## src/rtl/core/isrch_pkg.sv

```systemverilog
`timescale 1ns / 1ps

package isrch_pkg;

   localparam int TABLE_DEPTH   = 1024;
   localparam int IDX_W         = $clog2(TABLE_DEPTH);
   localparam int POS_W         = IDX_W + 1;
   localparam int CNT_W         = $clog2(IDX_W + 1);
   localparam int KEY_W         = 64;
   localparam int ENTRY_INDEX_W = 10;
   localparam int COUNT_W       = 11;

   typedef enum logic [3:0] {
      S_IDLE,
      S_CHECK,
      S_TEST_LO,
      S_TEST_HI,
      S_DIV_SHIFT,
      S_DIV_ADD,
      S_SPLIT,
      S_RD_SPLIT,
      S_TEST_SPLIT,
      S_RESULT
   } state_type;

   typedef enum logic [1:0] {
      RD_LO,
      RD_HI,
      RD_SPLIT
   } rd_sel_type;

   typedef enum logic [1:0] {
      RES_LO,
      RES_HI,
      RES_SPLIT,
      RES_EMPTY
   } res_sel_type;

   typedef struct packed {
      logic        start_search;
      logic        write_entry;
      rd_sel_type  rd_sel;
      logic        capture_lov;
      logic        div_load;
      logic        div_shift;
      logic        div_add;
      logic        split_load;
      logic        narrow;
      logic        set_result;
      res_sel_type res_sel;
      logic        rsp_load;
   } isrch_cmd_type;

   typedef struct packed {
      logic span_empty;
      logic key_le_rd;
      logic key_ge_rd;
      logic key_eq_rd;
      logic div_last;
      logic rsp_free;
   } isrch_sts_type;

endpackage

```

## src/rtl/core/isrch_ctrl.sv

```systemverilog
`timescale 1ns / 1ps

module isrch_ctrl (
   input  logic                    clock,
   input  logic                    reset,
   input  logic                    req_valid,
   input  logic                    req_op,
   output logic                    req_ready,
   input  isrch_pkg::isrch_sts_type sts,
   output isrch_pkg::isrch_cmd_type cmd
);
   import isrch_pkg::*;

   state_type state_ff;
   state_type state_in;

   always_ff @(posedge clock) begin
      if (reset) begin
         state_ff <= S_IDLE;
      end else begin
         state_ff <= state_in;
      end
   end

   always_comb begin
      state_in = state_ff;
      case (state_ff)
         S_IDLE: begin
            if (req_valid && req_op) begin
               state_in = S_CHECK;
            end
         end
         S_CHECK: begin
            state_in = sts.span_empty ? S_RESULT : S_TEST_LO;
         end
         S_TEST_LO: begin
            state_in = sts.key_le_rd ? S_RESULT : S_TEST_HI;
         end
         S_TEST_HI: begin
            state_in = sts.key_ge_rd ? S_RESULT : S_DIV_SHIFT;
         end
         S_DIV_SHIFT: begin
            state_in = S_DIV_ADD;
         end
         S_DIV_ADD: begin
            state_in = sts.div_last ? S_SPLIT : S_DIV_SHIFT;
         end
         S_SPLIT: begin
            state_in = S_RD_SPLIT;
         end
         S_RD_SPLIT: begin
            state_in = S_TEST_SPLIT;
         end
         S_TEST_SPLIT: begin
            state_in = sts.key_eq_rd ? S_RESULT : S_CHECK;
         end
         S_RESULT: begin
            if (sts.rsp_free) begin
               state_in = S_IDLE;
            end
         end
         default: begin
            state_in = S_IDLE;
         end
      endcase
   end

   always_comb begin
      cmd       = '0;
      cmd.rd_sel = RD_LO;
      cmd.res_sel = RES_EMPTY;
      req_ready = 1'b0;
      case (state_ff)
         S_IDLE: begin
            req_ready        = 1'b1;
            cmd.write_entry  = req_valid && !req_op;
            cmd.start_search = req_valid && req_op;
         end
         S_CHECK: begin
            // The low end is read now so that its key is ready next cycle.
            cmd.rd_sel     = RD_LO;
            cmd.set_result = sts.span_empty;
            cmd.res_sel    = RES_EMPTY;
         end
         S_TEST_LO: begin
            cmd.rd_sel      = RD_HI;
            cmd.capture_lov = 1'b1;
            cmd.set_result  = sts.key_le_rd;
            cmd.res_sel     = RES_LO;
         end
         S_TEST_HI: begin
            cmd.set_result = sts.key_ge_rd;
            cmd.res_sel    = RES_HI;
            cmd.div_load   = !sts.key_ge_rd;
         end
         S_DIV_SHIFT: begin
            cmd.div_shift = 1'b1;
         end
         S_DIV_ADD: begin
            cmd.div_add = 1'b1;
         end
         S_SPLIT: begin
            cmd.split_load = 1'b1;
         end
         S_RD_SPLIT: begin
            cmd.rd_sel = RD_SPLIT;
         end
         S_TEST_SPLIT: begin
            cmd.set_result = sts.key_eq_rd;
            cmd.res_sel    = RES_SPLIT;
            cmd.narrow     = !sts.key_eq_rd;
         end
         S_RESULT: begin
            cmd.rsp_load = sts.rsp_free;
         end
         default: begin
            req_ready = 1'b0;
         end
      endcase
   end

   a_search_blocks_input: assert property (@(posedge clock) disable iff (reset)
      (req_valid && req_ready && req_op) |=> !req_ready)
      else $error("input taken while a search is running");

   a_add_follows_shift: assert property (@(posedge clock) disable iff (reset)
      cmd.div_add |-> $past(cmd.div_shift))
      else $error("divider add step without a preceding shift step");

   a_result_into_free_reg: assert property (@(posedge clock) disable iff (reset)
      cmd.rsp_load |-> sts.rsp_free)
      else $error("result loaded over an untaken result");

endmodule

```

## config.mk

```make
export PLATFORM = sky130hd
export DESIGN_NAME = isrch_ctrl
export DESIGN_NICKNAME = d
export VERILOG_FILES = /design/src/rtl/core/isrch_pkg.sv /design/src/rtl/core/isrch_ctrl.sv
export SDC_FILE = /design/constraint.sdc
export NUM_CORES = 1
export LEC_CHECK = 0
export ABC_AREA = 1
export BUFFER_PORTS_ARGS = -buffer_cell sky130_fd_sc_hd__buf_2
export CAP_MARGIN = 0
export CORE_AREA = 2 2 43 45
export DETAILED_ROUTE_END_ITERATION = 8
export DIE_AREA = 0 0 45 47
export PLACE_DENSITY_LB_ADDON = 0.08
export SYNTH_ARGS = -nofsm -noshare
export SYNTH_HDL_FRONTEND = slang
export SYNTH_SLANG_ARGS = --single-unit
```

## constraint.sdc

```tcl
create_clock -name clock -period 1.64 [get_ports clock]
set_input_delay 0.164 -clock clock [delete_from_list [all_inputs] [get_ports clock]]
set_output_delay 0.164 -clock clock [all_outputs]
set_load 0.01 [all_outputs]
```

==> results.py <==
metrics = {
    "status": {
        "status": "finished clean",
    },
    "grt": {
        "first_global_vias": 433,
        "grt_pass1_wl_um": 1930,
        "grt-ovfl-total": 0,
        "antenna_found_initial": 0,
        "grt_max_degree": 8,
        "track_usage_pct": 13.0,
    },
    "synth": {
        "synth_top_area_share_pct": 20.6,
        "ys_top_cells_by_area": "dfxtp_1 (21%), nand2_1 (14%), nor2_1 (12%)",
        "syn_area_um2": 388,
        "synth_top_cell_by_area": "dfxtp_1",
        "ys_ff_latch": 4,
        "synth_nets": 80,
        "netlist_instances": 70,
        "synth.yosys.seq_area_share_pct": 20.6,
        "avgSynthCellArea_um2": 5.54,
        "synth.distinct_cells": 18,
        "ys.warnings.count": 0,
    },
    "layout": {
        "antennaDiodeCount": 0,
        "final_core_util_pct": 33.1,
        "largestRegisters": "state_ff: 4 flops",
        "regMostFlops": "state_ff",
        "mostFrequentLayoutCells": "buf_2 (24), nand2_1 (14), nor2_1 (11), inv_1 (11), nand3_1 (7)",
        "layout_commonest_cell": "buf_2",
        "nets": 108,
        "drive_gt1_share_pct": 40.6,
        "fin_area_um2": 547,
        "largest_register_ffs": 4,
        "fill_cells": 201,
        "areaGrowthSynthToFinish_pct": 41.0,
    },
    "setup_path": {
        "crit-reg2reg-launch": "state_ff[2]",
        "crit_slowest_cell": "dfxtp_1",
        "path_delay_family": "flip-flops",
        "cp-end-kind": "output port",
        "crit_required_ns": 1.48,
        "crit_type": "flop to output port",
        "r2r_setup_slack_ns": 0.43,
        "path_cells": "nand2_2 > nor2_1 > inv_1 > or2_1 > inv_1 > buf_2",
        "cp_slowest_stage_delay_ns": 0.46,
        "cp-start-kind": "flop",
        "crit_start": "state_ff[0]",
        "worst-path-max-fanout": 7,
        "cp_num_buf_inv": 3,
        "critPathArrivalTime_ns": 1.36,
        "crit_top_cell": "inv_1",
    },
    "drt": {
        "num_vias": 507,
        "ant_nets": 0,
        "drt_iter0_drc": 3,
        "drc": 0,
        "wire_per_inst_um": 10.5,
        "totalWireLength_um": 1180,
        "vias_per_cell": 4.49,
        "drt-pass1-iter-count": 4,
    },
    "sta": {
        "layout_setup_ws_ns": 0.116,
        "drv_slew": 0,
        "fmax_mhz": 656,
        "hold_viol": 0,
        "skew_ns": 0.00265,
        "slew_headroom_pct": 77.5,
        "tightestPinTransition_ns": 0.336,
        "rsz0062_at_grt": "no",
        "period_share_pct": 92.9,
        "setup_viol": 0,
        "fin_crit_ns": 1.52,
        "finalSetupTns_ns": 0,
        "whs_ns": 0.157,
    },
    "clock_network": {
        "h-tree-depth": 1,
        "clock_latency_ns": 0.24,
        "clk_path_buf_depth": 2,
        "cts_tree": "built",
        "cts_buffers": 3,
        "clock_sinks": 4,
        "cts_hold_buf": 0,
        "clk_pin_slew_ns": 0.03,
        "cts_resized": 0,
        "clock-root-buffer": "clkbuf_4",
        "post_cts_buffers": 0,
    },
    "pwr": {
        "p_sw_share_pct": 39.8,
        "internal_power_mw": 0.258,
        "clkPwrFrac_pct": 28.6,
        "power_leakage_nw": 0.330,
        "p_switching_mw": 0.170,
        "combPwrFrac_pct": 42.1,
        "max-vdd-ir-drop_mv": 0.361,
        "p_seq_share_pct": 29.3,
        "power_density_mw_per_mm2": 783,
    },
    "floorplan": {
        "die_h_um": 47,
        "io_pins": 25,
        "start_util_pct": 23.5,
        "dieWidth_um": 45,
        "core_area_mm2": 0.00165,
        "die-area_mm2": 0.00212,
        "rows": 15,
    },
    "flow_run": {
        "cap_violations": 0,
    },
    "place": {
        "dpl_worst_slack_ns": 0.355,
        "place_area_um2": 522,
        "dp_hpwl_um": 955,
        "gp_congestion": 0.754,
        "port_buffers": 24,
    },
    "min_path": {
        "min_path_type": "input pin to flop",
        "hp-start": "reset",
    },
}
-- cell families after synthesis --
group	synth area share (%)
AO/OA/AOI/OAI	9.03
buffers and inverters	16.5
flip-flops	20.6
AND/OR/NAND/NOR	53.9
-- layer usage --
layer	share of wire [%]	wire length [um]	track usage, %	vias to the layer above
met2	45	529	20.0	21
li1	-	-	-	276
met1	46	548	16.6	210
met5	0	0	0	-
met3	8.6	102	4.62	0
met4	0	0	5.29	0
-- final cells by class --
| cell class | count | area [um^2] | area share [%] |
|---|---|---|---|
| well taps | 17 | 21.3 | 3.89 |
| inverters | 15 | 56.3 | 10.3 |
| flip-flops and latches | 4 | 80.1 | 14.6 |
| multi-input cells | 50 | 246 | 45.1 |
| repair buffers | 24 | 120 | 22.0 |
| clock buffers | 3 | 22.5 | 4.12 |
-- path summary, 6_finish.rpt --
check / to / depth (start not counted)
setup / recovery: cmd[8] / 6
hold / removal: state_ff[0] / 2
setup reg to reg: state_ff[0] / 5
hold reg to reg: state_ff[2] / 3
-- worst reg2reg max path, delay by kind of cell, from the launching register on --
kind             cells  cell delay, ns
AO/OA/AOI/OAI        1            0.11
AND/OR/NAND/NOR      4            0.69
flip-flops           1            0.35
-- power groups by stage --
stage | sequential [mW] | combinational (mW) | clock (mW)
5_1_grt | 0.127 | 0.206 | 0.134
6_report | 0.126 | 0.180 | 0.122
2_1_floorplan | 0.123 | 0.121 | 0
3_3_place_gp | 0.126 | 0.182 | 0
4_1_cts | 0.124 | 0.182 | 0.125
3_5_place_dp | 0.126 | 0.181 | 0
-- synthesized netlist by cell type --
cell type	n
inv_2	4
nand4_1	1
nor3_2	1
a31oi_1	1
inv_1	11
nand3_1	7
nor2_4	1
nor4_1	2
buf_4	1
a21oi_2	1
nor3_1	1
a21oi_1	4
nand2_1	14
nor2_2	1
dfxtp_1	4
or2_1	1
nor2_1	12
nand2_2	3
-- per-stage QoR --
| stage | power [mW] | instances |
|---|---|---|
| floorplan | 0.244 | 70 |
| global route | 0.467 | 113 |
| CTS | 0.432 | 113 |
| finish | 0.428 | 113 |
| global placement | 0.307 | 110 |
| detailed placement | 0.307 | 110 |
Power figures use the tool's default switching activity.
